**src/rtl/cptqf_pkg.sv**
```systemverilog
// cidr prefix-tree query filter: shared types and codes
// used by the channel interfaces and the top level; no dependencies

package cptqf_pkg;

	// node kinds as carried in node_kind
	typedef enum logic [1:0] {
		KIND_LEAF  = 2'd0,
		KIND_QUAD  = 2'd1,
		KIND_SPLIT = 2'd2,
		KIND_SAME  = 2'd3
	} kind_t;

	// key operators as carried in strategy; codes above STRAT_NOKEY mean no key too
	typedef enum logic [3:0] {
		STRAT_LT    = 4'd0,
		STRAT_LE    = 4'd1,
		STRAT_EQ    = 4'd2,
		STRAT_GE    = 4'd3,
		STRAT_GT    = 4'd4,
		STRAT_NE    = 4'd5,
		STRAT_SUB   = 4'd6,
		STRAT_SUBEQ = 4'd7,
		STRAT_SUP   = 4'd8,
		STRAT_SUPEQ = 4'd9,
		STRAT_OTHER = 4'd10,
		STRAT_NOKEY = 4'd11
	} strat_t;

	localparam logic [3:0] MASK_ALL  = 4'b1111;
	localparam logic [3:0] MASK_HIGH = 4'b1100;
	localparam logic [3:0] MASK_LOW  = 4'b0011;
	localparam logic [3:0] MASK_LEAF = 4'b0001;

	localparam logic [7:0] LEN_MAX_V4 = 8'd32;
	localparam logic [7:0] LEN_MAX_V6 = 8'd128;

	typedef struct packed {
		logic [1:0]  node_kind;
		logic        first_key;
		logic        last_key;
		logic [3:0]  strategy;
		logic        prefix_is_v6;
		logic [7:0]  prefix_len;
		logic [63:0] prefix_addr_hi;
		logic [63:0] prefix_addr_lo;
		logic        key_is_v6;
		logic [7:0]  key_len;
		logic [63:0] key_addr_hi;
		logic [63:0] key_addr_lo;
	} query_t;

	typedef struct packed {
		logic [3:0] visit_mask;
	} result_t;

endpackage

```
**src/rtl/cptqf_query_if.sv**
```systemverilog
// query channel: valid/ready handshake carrying one query word
// depends on cptqf_pkg

interface cptqf_query_if;
	logic                valid;
	logic                ready;
	cptqf_pkg::query_t   data;

	modport source (output valid, output data, input ready);
	modport sink   (input valid, input data, output ready);
endinterface

```
**src/rtl/cptqf_result_if.sv**
```systemverilog
// result channel: valid/ready handshake carrying one visit mask word
// depends on cptqf_pkg

interface cptqf_result_if;
	logic                valid;
	logic                ready;
	cptqf_pkg::result_t  data;

	modport source (output valid, output data, input ready);
	modport sink   (input valid, input data, output ready);
endinterface

```
**src/rtl/cidr_prefix_tree_query_filter.sv**
```systemverilog
// top level of the cidr prefix-tree query filter
// depends on cptqf_pkg, cptqf_query_if and cptqf_result_if

// Takes one query word per clock and, for the tree node described in it, narrows a
// 4-bit running mask of children to visit (bit 0 is the match flag at a leaf, bits 0
// and 1 are IPv4 and IPv6 at a family-split node). A word with first_key loads the
// node's start value before its key is applied; a word with last_key delivers the
// mask on the result channel after its key is applied; other words produce nothing.
// Throughput is one word per cycle; while a result waits to be taken, words without
// last_key keep flowing at that rate. The word is registered in the input register,
// then the clamped-length 128-bit masked compares and the mask logic feed the result
// register and the running mask. That compare is what sets the clock rate. A word
// without last_key never stalls; a word with last_key waits only if an earlier result
// is still held. Reset clears the running mask.
module cidr_prefix_tree_query_filter (
	input  logic                   clk,
	input  logic                   arst_n,
	cptqf_query_if.sink            query,
	cptqf_result_if.source         verdict
);

	// input register
	logic                 valid_s1;
	cptqf_pkg::query_t    word_s1;

	// result register and running mask
	logic                 valid_s2;
	logic [3:0]           visit_s2;
	logic [3:0]           mask_q;

	logic                 advance;
	logic [3:0]           mask_next;

	// clamped lengths and compare results
	logic [7:0]           cb;
	logic [7:0]           kb;
	logic [7:0]           nmin;
	logic [127:0]         paddr;
	logic [127:0]         kaddr;
	logic [127:0]         cmp_mask;
	logic [127:0]         full_mask;
	logic [127:0]         pm;
	logic [127:0]         km;
	logic [127:0]         pf;
	logic [127:0]         kf;
	logic                 ord_lt;
	logic                 ord_gt;
	logic                 full_lt;
	logic                 full_gt;
	logic                 nbit;
	logic [3:0]           mask_start;
	logic [3:0]           mask_base;

	function automatic logic [7:0] clamp_len(input logic v6, input logic [7:0] len);
		logic [7:0] mx;
		mx = v6 ? cptqf_pkg::LEN_MAX_V6 : cptqf_pkg::LEN_MAX_V4;
		return (len > mx) ? mx : len;
	endfunction

	// family-split node: only the key's family decides
	function automatic logic [3:0] split_key(input logic [3:0] m, input logic [3:0] st,
			input logic kv6);
		logic lo_op;
		logic hi_op;
		logic [3:0] r;
		lo_op = (st == cptqf_pkg::STRAT_LT) || (st == cptqf_pkg::STRAT_LE);
		hi_op = (st == cptqf_pkg::STRAT_GE) || (st == cptqf_pkg::STRAT_GT);
		r = m;
		if (lo_op) begin
			if (!kv6) r = m & 4'b0001;
		end else if (hi_op) begin
			if (kv6) r = m & 4'b0010;
		end else if (st != cptqf_pkg::STRAT_NE) begin
			r = m & (kv6 ? 4'b0010 : 4'b0001);
		end
		return r;
	endfunction

	// four-way node or leaf: narrow the mask from the precomputed compares
	function automatic logic [3:0] apply_key(
			input logic [3:0] m_in, input logic leaf, input logic [3:0] st,
			input logic pv6, input logic kv6, input logic [7:0] c, input logic [7:0] k,
			input logic olt, input logic ogt, input logic nb,
			input logic flt, input logic fgt);
		logic lo_op;
		logic hi_op;
		logic [3:0] m;
		logic [7:0] fmax;
		lo_op = (st == cptqf_pkg::STRAT_LT) || (st == cptqf_pkg::STRAT_LE);
		hi_op = (st == cptqf_pkg::STRAT_GE) || (st == cptqf_pkg::STRAT_GT);
		m = m_in;
		fmax = kv6 ? cptqf_pkg::LEN_MAX_V6 : cptqf_pkg::LEN_MAX_V4;

		// families differ: IPv4 orders before IPv6
		if (pv6 != kv6) begin
			if (lo_op) begin
				if (!kv6 && pv6) m = 4'b0000;
			end else if (hi_op) begin
				if (kv6 && !pv6) m = 4'b0000;
			end else if (st != cptqf_pkg::STRAT_NE) begin
				m = 4'b0000;
			end
			return m;
		end

		// length constraints of the containment and equality operators
		unique case (st)
			cptqf_pkg::STRAT_SUB: begin
				if (c <= k) m = m & cptqf_pkg::MASK_HIGH;
			end
			cptqf_pkg::STRAT_SUBEQ: begin
				if (c < k) m = m & cptqf_pkg::MASK_HIGH;
			end
			cptqf_pkg::STRAT_SUP: begin
				if ({1'b0, c} + 9'd1 == {1'b0, k}) m = m & cptqf_pkg::MASK_LOW;
				else if (c >= k) m = 4'b0000;
			end
			cptqf_pkg::STRAT_SUPEQ: begin
				if (c == k) m = m & cptqf_pkg::MASK_LOW;
				else if (c > k) m = 4'b0000;
			end
			cptqf_pkg::STRAT_EQ: begin
				if (c < k) m = m & cptqf_pkg::MASK_HIGH;
				else if (c == k) m = m & cptqf_pkg::MASK_LOW;
				else m = 4'b0000;
			end
			default: begin
			end
		endcase
		if (m == 4'b0000) return 4'b0000;

		// common bits differ
		if (olt || ogt) begin
			if (lo_op) begin
				if (ogt) m = 4'b0000;
			end else if (hi_op) begin
				if (olt) m = 4'b0000;
			end else if (st != cptqf_pkg::STRAT_NE) begin
				m = 4'b0000;
			end
			return m;
		end

		// longer key: its next bit picks between the two longer children
		if (((m & cptqf_pkg::MASK_HIGH) != 4'b0000) && (c < k)) begin
			if (lo_op) begin
				if (!nb) m = m & 4'b0111;
			end else if (hi_op) begin
				if (nb) m = m & 4'b1011;
			end else if (st != cptqf_pkg::STRAT_NE) begin
				m = m & (nb ? 4'b1011 : 4'b0111);
			end
			if (m == 4'b0000) return 4'b0000;
		end

		if (st > cptqf_pkg::STRAT_NE) return m;

		if (lo_op) begin
			if (c == k) m = m & cptqf_pkg::MASK_LOW;
			else if (c > k) m = 4'b0000;
		end else if (hi_op) begin
			if (c < k) m = m & cptqf_pkg::MASK_HIGH;
		end
		if (m == 4'b0000) return 4'b0000;
		if (c != k) return m;

		// equal lengths: the key's next bit picks between the two shorter children
		if (!leaf && ((m & cptqf_pkg::MASK_LOW) != 4'b0000) && (c < fmax)) begin
			if (lo_op) begin
				if (!nb) m = m & 4'b1101;
			end else if (hi_op) begin
				if (nb) m = m & 4'b1110;
			end else if (st != cptqf_pkg::STRAT_NE) begin
				m = m & (nb ? 4'b1110 : 4'b1101);
			end
			if (m == 4'b0000) return 4'b0000;
		end

		// leaf: full-width compare of the stored value against the key
		if (leaf) begin
			unique case (st)
				cptqf_pkg::STRAT_LT: if (!flt) m = 4'b0000;
				cptqf_pkg::STRAT_LE: if (fgt) m = 4'b0000;
				cptqf_pkg::STRAT_EQ: if (flt || fgt) m = 4'b0000;
				cptqf_pkg::STRAT_GE: if (flt) m = 4'b0000;
				cptqf_pkg::STRAT_GT: if (!fgt) m = 4'b0000;
				default: if (!flt && !fgt) m = 4'b0000;
			endcase
		end
		return m;
	endfunction

	// handshake: a word without last_key always moves on, one with it needs a free
	// result register (or one being emptied this cycle)
	assign advance = valid_s1 &&
		(!word_s1.last_key || !valid_s2 || verdict.ready);
	assign query.ready = !valid_s1 || advance;

	// lengths clamped to the family's maximum
	assign cb   = clamp_len(word_s1.prefix_is_v6, word_s1.prefix_len);
	assign kb   = clamp_len(word_s1.key_is_v6, word_s1.key_len);
	assign nmin = (cb < kb) ? cb : kb;

	assign paddr = {word_s1.prefix_addr_hi, word_s1.prefix_addr_lo};
	assign kaddr = {word_s1.key_addr_hi, word_s1.key_addr_lo};

	// left-aligned masks: common prefix, and the prefix family's full width
	assign cmp_mask  = ~({128{1'b1}} >> nmin);
	assign full_mask = word_s1.prefix_is_v6 ? {128{1'b1}} : {{32{1'b1}}, {96{1'b0}}};

	assign pm = paddr & cmp_mask;
	assign km = kaddr & cmp_mask;
	assign pf = paddr & full_mask;
	assign kf = kaddr & full_mask;

	assign ord_lt  = pm < km;
	assign ord_gt  = pm > km;
	assign full_lt = pf < kf;
	assign full_gt = pf > kf;

	// key bit just past the node prefix, counted from the left
	assign nbit = (cb < cptqf_pkg::LEN_MAX_V6) ? kaddr[7'(8'd127 - cb)] : 1'b0;

	// start value by node kind
	always_comb begin
		unique case (cptqf_pkg::kind_t'(word_s1.node_kind))
			cptqf_pkg::KIND_LEAF:  mask_start = cptqf_pkg::MASK_LEAF;
			cptqf_pkg::KIND_SPLIT: mask_start = cptqf_pkg::MASK_LOW;
			default:               mask_start = cptqf_pkg::MASK_ALL;
		endcase
	end

	assign mask_base = word_s1.first_key ? mask_start : mask_q;

	always_comb begin
		mask_next = mask_base;
		if (word_s1.node_kind == cptqf_pkg::KIND_SAME) begin
			mask_next = cptqf_pkg::MASK_ALL;
		end else if (word_s1.strategy <= cptqf_pkg::STRAT_OTHER) begin
			if (word_s1.node_kind == cptqf_pkg::KIND_SPLIT) begin
				mask_next = split_key(mask_base, word_s1.strategy, word_s1.key_is_v6);
			end else begin
				mask_next = apply_key(mask_base,
					word_s1.node_kind == cptqf_pkg::KIND_LEAF, word_s1.strategy,
					word_s1.prefix_is_v6, word_s1.key_is_v6, cb, kb,
					ord_lt, ord_gt, nbit, full_lt, full_gt);
			end
		end
	end

	// input register
	always_ff @(posedge clk or negedge arst_n) begin
		if (!arst_n) begin
			valid_s1 <= 1'b0;
		end else if (query.ready) begin
			valid_s1 <= query.valid;
		end
	end

	always_ff @(posedge clk) begin
		if (query.valid && query.ready) begin
			word_s1 <= query.data;
		end
	end

	// running mask and result valid
	always_ff @(posedge clk or negedge arst_n) begin
		if (!arst_n) begin
			mask_q   <= 4'b0000;
			valid_s2 <= 1'b0;
		end else begin
			if (advance) mask_q <= mask_next;
			if (advance && word_s1.last_key) valid_s2 <= 1'b1;
			else if (verdict.ready) valid_s2 <= 1'b0;
		end
	end

	always_ff @(posedge clk) begin
		if (advance && word_s1.last_key) begin
			visit_s2 <= mask_next;
		end
	end

	assign verdict.valid           = valid_s2;
	assign verdict.data.visit_mask = visit_s2;

	// a last key always lands in the result register
	a_last_gives_result: assert property (@(posedge clk) disable iff (!arst_n)
		advance && word_s1.last_key |=> valid_s2)
		else $error("last key did not produce a result");

	// an all-same node leaves every child set
	a_same_sets_all: assert property (@(posedge clk) disable iff (!arst_n)
		advance && (word_s1.node_kind == cptqf_pkg::KIND_SAME)
		|=> mask_q == cptqf_pkg::MASK_ALL)
		else $error("all-same node did not set the full mask");

	// without a start and outside an all-same node, keys only ever clear bits of the running mask
	a_keys_only_clear: assert property (@(posedge clk) disable iff (!arst_n)
		advance && !word_s1.first_key && (word_s1.node_kind != cptqf_pkg::KIND_SAME)
		|=> (mask_q & ~$past(mask_q)) == 4'b0000)
		else $error("running mask gained a bit without a start");

endmodule
```
**src/flat_wrapper.sv**
```systemverilog
// flat-port wrapper written by rule: the top's interface ports become plain ports
module cidr_prefix_tree_query_filter_flat 
  (clk, arst_n, query_valid, query_data, query_ready, verdict_valid, verdict_data, verdict_ready);
  cptqf_query_if query_i ();
  cptqf_result_if verdict_i ();
  input  logic clk;
  input  logic arst_n;
  input wire logic [$bits(query_i.valid)-1:0] query_valid;
  input wire logic [$bits(query_i.data)-1:0] query_data;
  output wire logic [$bits(query_i.ready)-1:0] query_ready;
  output wire logic [$bits(verdict_i.valid)-1:0] verdict_valid;
  output wire logic [$bits(verdict_i.data)-1:0] verdict_data;
  input wire logic [$bits(verdict_i.ready)-1:0] verdict_ready;
  assign query_i.valid = query_valid;
  assign query_i.data = query_data;
  assign query_ready = query_i.ready;
  assign verdict_valid = verdict_i.valid;
  assign verdict_data = verdict_i.data;
  assign verdict_i.ready = verdict_ready;
  cidr_prefix_tree_query_filter u_core (.clk(clk), .arst_n(arst_n), .query(query_i), .verdict(verdict_i));
endmodule
```
**config.mk**
```make
export PLATFORM = sky130hd
export DESIGN_NAME = cidr_prefix_tree_query_filter_flat
export DESIGN_NICKNAME = d
export VERILOG_FILES = /design/src/rtl/cptqf_pkg.sv /design/src/rtl/cptqf_query_if.sv /design/src/rtl/cptqf_result_if.sv /design/src/rtl/cidr_prefix_tree_query_filter.sv /design/src/flat_wrapper.sv
export SDC_FILE = /design/constraint.sdc
export NUM_CORES = 1
export LEC_CHECK = 0
export ABC_AREA = 1
export BUFFER_PORTS_ARGS = -buffer_cell sky130_fd_sc_hd__buf_2
export CORE_MARGIN = 2
export CORE_UTILIZATION = 55
export DETAILED_ROUTE_END_ITERATION = 12
export PLACE_DENSITY = 0.77
export SLEW_MARGIN = 40
export SYNTH_ARGS = -nofsm -noshare
export SYNTH_HDL_FRONTEND = slang
export SYNTH_SLANG_ARGS = --single-unit
```
**constraint.sdc**
```tcl
create_clock -name clk -period 16.7 [get_ports clk]
set_clock_uncertainty 0.05 [all_clocks]
set_input_delay 4.175 -clock clk [delete_from_list [all_inputs] [get_ports clk]]
set_output_delay 4.175 -clock clk [all_outputs]
set_load 0.01 [all_outputs]
```
# Yosys cells after proc, flatten, opt, wreduce, memory -nomap -nowiden
# Index checks and enable logic that the tools add are counted.
[classes]
add_sub_neg = 2
n_shift = 1
magnitude_cmp = 15
eq_ne = 15
muxes = 206
n_reduce_logical = 33
bitwise_logic = 8
[ops]
columns = ["op", "n"]
rows = [
  ["$and A128 B128 Y128", 4],
  ["$mux W4", 120],
  ["$gt A128 B128 Y1", 2],
  ["$lt A128 B128 Y1", 2],
  ["$not A128 Y128", 1],
  ["$shr A128 B8 Y128 const A", 1],
  ["$mux W96", 1],
  ["$mux W1", 67],
  ["$mux W8", 5],
  ["$pmux W4 S5", 2],
  ["$gt A8 B8 Y1", 3],
  ["$logic_not A4 Y1", 5],
  ["$lt A8 B8 Y1", 2],
  ["$mux W2", 8],
  ["$and A4 B4 Y4", 3],
  ["$eq A4 B3 Y1 const B", 3],
  ["$add A8 B1 Y9 const B", 1],
  ["$eq A9 B8 Y1", 1],
  ["$logic_and A1 B1 Y1", 9],
  ["$eq A4 B2 Y1 const B", 2],
  ["$eq A4 B4 Y1 const B", 2],
  ["$eq A8 B8 Y1", 1],
  ["$ge A8 B8 Y1", 1],
  ["$le A8 B8 Y1", 1],
  ["other kinds (18)", 33],
]
[word_totals]
in_bits = 286
register_bits = 292
out_inout_bits = 6
word_cells = 296

# Longest topological paths before layout
[depth]
depth_word = 117
ltp_mapped = 70
ltp_nobuf = 64

# Least setup slack after synthesis
# OpenSTA, ideal clock, no wires.
[synth_timing]
path_kind = "input to register"
startpoint = "input verdict_ready"
endpoint = "register u_core.word_s1, in the netlist u_core.kaddr[0] (enable)"
n_path_buf = 0
required_time_ns = 16.017
cell_stages = 4
setup_time_ns = 0.633
setup_slack_ns = 6.105
arrival_ns = 9.912
path_cell_list = "inv_1 > nand4_1 > nand2_1 > inv_1"
[synth_between]
elab_chain_cells = 4
[synth_lines]
columns = ["element", "line_no", "text"]
rows = [
  ["start, declared", "flat_wrapper.sv:13", "input wire logic [$bits(verdict_i.ready)-1:0] verdict_ready;"],
  ["$logic_or A1 B1 Y1", "cidr_prefix_tree_query_filter.sv:196", "(!word_s1.last_key || !valid_s2 || verdict.ready);"],
  ["$logic_and A1 B1 Y1", "cidr_prefix_tree_query_filter.sv:195", "assign advance = valid_s1 &&"],
  ["$logic_or A1 B1 Y1", "cidr_prefix_tree_query_filter.sv:197", "assign query.ready = !valid_s1 || advance;"],
  ["net query_ready", "flat_wrapper.sv:10", "output wire logic [$bits(query_i.ready)-1:0] query_ready;"],
  ["$logic_and A1 B1 Y1", "cidr_prefix_tree_query_filter.sv:261", "if (query.valid && query.ready) begin"],
  ["end signal, assigned", "cidr_prefix_tree_query_filter.sv:262", "word_s1 <= query.data;"],
  ["end, declared", "cidr_prefix_tree_query_filter.sv:24", "cptqf_pkg::query_t word_s1;"],
]
# The timed path passes the listed nets, and every way through them passes these cells.
# A chain may end at the register's enable or synchronous reset.

# Worst setup path in the final report
[layout_timing]
startpoint = "register u_core.word_s1[273] in the netlist's numbering"
endpoint = "register u_core.mask_q[3]"
[layout_between]
elab_chain_cells = 94
word_cells_on_any_way = 227
cone_classes = "add/sub (2); order compare (11); eq/ne (4); shift (1); mux (185); bitwise (7); reduce/logical (17)"
[layout_lines]
columns = ["element", "line_no", "text"]
rows = [
  ["parallel branches: the longest is 90 deep, another holds $lt A128 B128 Y1", "n/a", ""],
  ["$mux W4 *", "cidr_prefix_tree_query_filter.sv:107", "unique case (st)"],
  ["$mux W4 *", "cidr_prefix_tree_query_filter.sv:240", "if (word_s1.node_kind == cptqf_pkg::KIND_SPLIT) begin"],
  ["$mux W4 *", "cidr_prefix_tree_query_filter.sv:239", "end else if (word_s1.strategy <= cptqf_pkg::STRAT_OTHER) begin"],
  ["$mux W4 *", "cidr_prefix_tree_query_filter.sv:237", "if (word_s1.node_kind == cptqf_pkg::KIND_SAME) begin"],
  ["net u_core.mask_next[3]", "cidr_prefix_tree_query_filter.sv:32", "logic [3:0] mask_next;"],
  ["end signal, assigned", "cidr_prefix_tree_query_filter.sv:272", "if (advance) mask_q <= mask_next;"],
  ["end, declared", "cidr_prefix_tree_query_filter.sv:29", "logic [3:0] mask_q;"],
]
# Mark *: on every way through the listed nets, which the timed path passes. The select of a mux whose other input is x is not followed.

==> impl_table.tex <==
\begin{tabular}{lr}
\hline
Metric & Value \\
\hline
\multicolumn{2}{l}{\textbf{Yosys}} \\
Area share of and/or/nand/nor cells after synthesis & 25.5\% \\
Dominant cells by area after synthesis & edfxtp\_1 (40\%), ha\_1 (16\%), nand2\_1 (12\%) \\
Average cell area after synthesis & 8.06 sq um \\
Count of state elements after synthesis & 292 \\
Area share of xor/xnor cells in the synthesized design & 0\% \\
Net count of the mapped netlist & 3,223 \\
Main combinational cell family by area after synthesis & simple AND/OR/NAND/NOR gates \\
Cell type contributing the most total cell area after synthesis & edfxtp\_1 \\
Share of flip-flops with an asynchronous set or reset & 2.05\% \\
Count leader, synth & nand2\_1 \\
Total standard cell area after synthesis & 21,500 sq um \\
Sequential area share after synthesis & about two fifths \\
Top-area cell type share of the netlist area & 40.0\% \\
Most common flop cell mapped by yosys & edfxtp\_1 \\
Arithmetic-cell share of the synthesized area counting full adders, half adders and majority gates & 15.8\% \\
Number of enable flip-flop cells after synthesis & $\sim$290 \\
Yosys cell types & between 40 and 50 \\
Number of instances in the synthesized netlist & 2,665 \\
Top cells by instance count after synthesis & nand2\_1 (708), inv\_1 (356), edfxtp\_1 (286) \\
Share of synthesized area spent on multiplexers & 0\% \\
Total of warnings raised by yosys & 0 \\
Share of the synthesized area in compound gates (AO/OA/AOI/OAI) & 10.0\% \\
\multicolumn{2}{l}{\textbf{Clock network}} \\
Clock-pin slew on the worst setup and hold paths & 0.06 ns \\
Clock insertion delay at the later pin of the skew report & 0.59 ns \\
Setup repair bufs after CTS & 0 \\
CTS hold repair buffers & 0 \\
CTS Root Cell & clkbuf\_16 \\
Cts bufs inserted & 29 \\
Maximum buffer depth of the clock tree & 3 \\
Number of gates resized after CTS & 0 \\
Clock tree from TritonCTS & yes \\
Number of sinks handled by clock tree synthesis & 292 \\
Number of H-tree levels & 1 \\
\multicolumn{2}{l}{\textbf{Route}} \\
Highest metal used & met4 \\
Initial DRC count & approximately 1,900 \\
Count of nets left with antenna violations after detail routing & 0 \\
DR vias/cell & roughly 5.8 \\
Total iterations of the first detailed-routing run & 7 \\
Routed length on met2 & $\sim$32,000 um \\
Aggregate routed wire length & 68,500 um \\
Final routed wire length divided by cell count & 19.8 um \\
Number of design rule violations left after detail routing & 0 \\
Metal1 wirelength & $\sim$27,000 um \\
Met3 WL & 5900 um \\
Total number of vias & 20,143 \\
\multicolumn{2}{l}{\textbf{STA}} \\
Final setup fails & 0 \\
Hold slack & 0.440 ns \\
Worst Setup Slack, final & 5.72 ns \\
Min Tclk post-route & 10.98 ns \\
Slew at the pin closest to its max-slew limit & 0.899 ns \\
Final Cycle Share & 65.7\% \\
Maximum clock frequency & slightly above 90 MHz \\
Total negative setup slack & 0 ns \\
Worst slew slack as a fraction of its limit & 40.0\% \\
Unrepaired setup endpoints after global routing & false \\
Number of slew-limit violations in the final report & 0 \\
Final Hold Vio Count & 0 \\
\multicolumn{2}{l}{\textbf{Finish}} \\
Total area of multi-input combinational cells & 11,000 sq um \\
Count of inserted antenna diode cells & 0 \\
Layout cell share with drive strength beyond 1 & about an eighth \\
Area of all placed cells without fillers & 24,300 sq um \\
Sequential Area & 8740 sq um \\
Filler cell count in the final layout & 3,393 \\
Number of nets in the final layout & 3,487 \\
Synthesis-to-finish area growth & 13.1\% \\
\multicolumn{2}{l}{\textbf{Power}} \\
Clock network fraction of design power & 23.4\% \\
Int Power & 1590 uW \\
Switching power share of the total & 40.5\% \\
VDD IR-drop max & 91.3 uV \\
Reported leakage power & 0.0121 uW \\
Reported net switching power & 1080 uW \\
Gate power share & approximately 43\% \\
Share of total power in sequential cells & 34.1\% \\
PwrDens & about 110 nW/um\^{}2 \\
\multicolumn{2}{l}{\textbf{Global routing}} \\
Via count of the first global-routing pass & 19,632 \\
Aggregate global routing overflow & 0 \\
Total global routing track utilization & 33.4\% \\
Wire length of the first global-routing pass & between 100,000 and 150,000 um \\
Initial antenna violation count & 0 \\
Pin count of the biggest net entering global routing & 113 \\
\multicolumn{2}{l}{\textbf{Placement}} \\
Placed standard-cell area & roughly 23,000 sq um \\
Half-perimeter wire length of the detailed placement result & about 54,000 um \\
Worst slack at placement & 5.72 ns \\
RePlAce Congestion & 1.03 \\
Number of I/O port buffers & 291 \\
\multicolumn{2}{l}{\textbf{Min path}} \\
Hold/Removal Path Class & flip-flop to flip-flop \\
Worst hold start & u\_core.mask\_q[0]\$\_DFFE\_PN0P\_ \\
\multicolumn{2}{l}{\textbf{Critical path}} \\
Arrival time of data at the critical path endpoint & 11.45 ns \\
Critical Setup Path Class & flip-flop to flip-flop \\
Origin of the worst setup path & u\_core.word\_s1[273]\$\_DFFE\_PP\_ \\
Critical Path Slowest Stage Cell & inv\_2 \\
Worst Setup End Kind & flip-flop \\
Cell with the most instances on the worst path & nand2\_1 \\
CP Data Required Time & 17.17 ns \\
Critical Path Fanout Max & approximately 110 \\
Crit path launch type & flip-flop \\
Worst reg2reg path startpoint & u\_core.word\_s1[273]\$\_DFFE\_PP\_ \\
Stage delay of the slowest cell on the critical path & 0.65 ns \\
\multicolumn{2}{l}{\textbf{Run}} \\
MaxCap Viol Count & 0 \\
\multicolumn{2}{l}{\textbf{Floorplanning}} \\
DIE AREA & 40,600 sq um \\
Die height & 202 um \\
Initial core utilization & 55.7\% \\
Total core area & 38,600 sq um \\
Number of rows created at floorplan & 72 \\
I/O pins & 292 \\
Die outline width & approximately 200 um \\
\multicolumn{2}{l}{\textbf{Status}} \\
Outcome & completed \\
\hline
\end{tabular}
[cells by family (layout without fill, tap and decap cells)]
family,Yosys count,after routing
and+or+nand+nor,1282,1282
AOI/OAI and AO/OA,377,377
adders and majority gates,272,272
buffers and inverters,442,727
DFF,292,292
[worst max-delay path: cells and delay by family (launching register included)]
family | cells | cell delay [ns]
buffers and inverters | 10 | 3.39
AOI/OAI and AO/OA | 5 | 1.35
and+or+nand+nor | 41 | 4.65
DFF | 1 | 0.35
adders and majority gates | 3 | 1.03
[worst paths after layout]
path	to	slack (ns)	cells past startpoint
setup reg to reg	u_core.mask_q[3]$_DFFE_PN0P_	5.72	59
hold / removal	u_core.mask_q[0]$_DFFE_PN0P_	0.44	2
hold reg to reg	u_core.mask_q[0]$_DFFE_PN0P_	0.44	2
max in group asynchronous	u_core.mask_q[3]$_DFFE_PN0P_	13.09	1
setup / recovery	u_core.mask_q[3]$_DFFE_PN0P_	5.72	59
min in group asynchronous	u_core.verdict.valid$_DFFE_PN0P_	3.36	1
[layout by cell type (no fill, tap or decap), drive strengths merged, types with 4 or more instances in the layout]
master  count
and2       11
edfxtp    286
clkinv     12
nor4       13
a21boi     21
nand4      31
o21ai     122
ha        272
o21a       35
nand3     264
inv       367
and3       28
a211oi      8
dfrtp       6
o211ai     11
nor3b       5
a21oi     159
nor2      182
buf       306
clkbuf     37
o221ai      4
nor3       23
nand2     717
[per-stage QoR]
step | utilization, % | power [uW] | cells
after floorplan | - | 1670 | 2665
after global placement | 60.6 | 1990 | 3416
after detailed placement | 60.6 | 2020 | 3416
after CTS | 63.0 | 2650 | 3468
after global routing | 63.0 | 2850 | 3468
final | 63.0 | 2670 | 3468
[flip-flops by register name (all words and copies together), names as in the netlist]
register	count
u_core.kaddr	128
u_core.mask_q	4
u_core.paddr	128
u_core.valid_s1	1
u_core.verdict.data	4
u_core.verdict.valid	1
u_core.word_s1	26
[metal layers]
metal,vias to the layer above,global-route usage [%]
met5,-,0
met4,0,14.9
met3,208,5.77
met2,984,55.0
met1,9406,43.2
li1,9545,-
[power by group through the flow]
stage                     Sequential (uW)  Clock [uW]  Combinational [uW]
after floorplan                       905           0                 769
after global placement                921           0                1060
after detailed placement              921           0                1100
after CTS                             907         635                1110
after global routing                  911         666                1270
final                                 909         626                1130
[final cells by class]
cell class / instances / share of cell area, %
Timing Repair Buffer: 306 / 6.52
Multi-Input combinational cell: 1931 / 45.4
Tap cell: 518 / 2.67
Clock inverter: 15 / 0.603
Sequential cell: 292 / 36.0
Clock buffer: 37 / 3.11
Inverter: 369 / 5.73
Note: power is estimated with default switching activity, not from simulation.
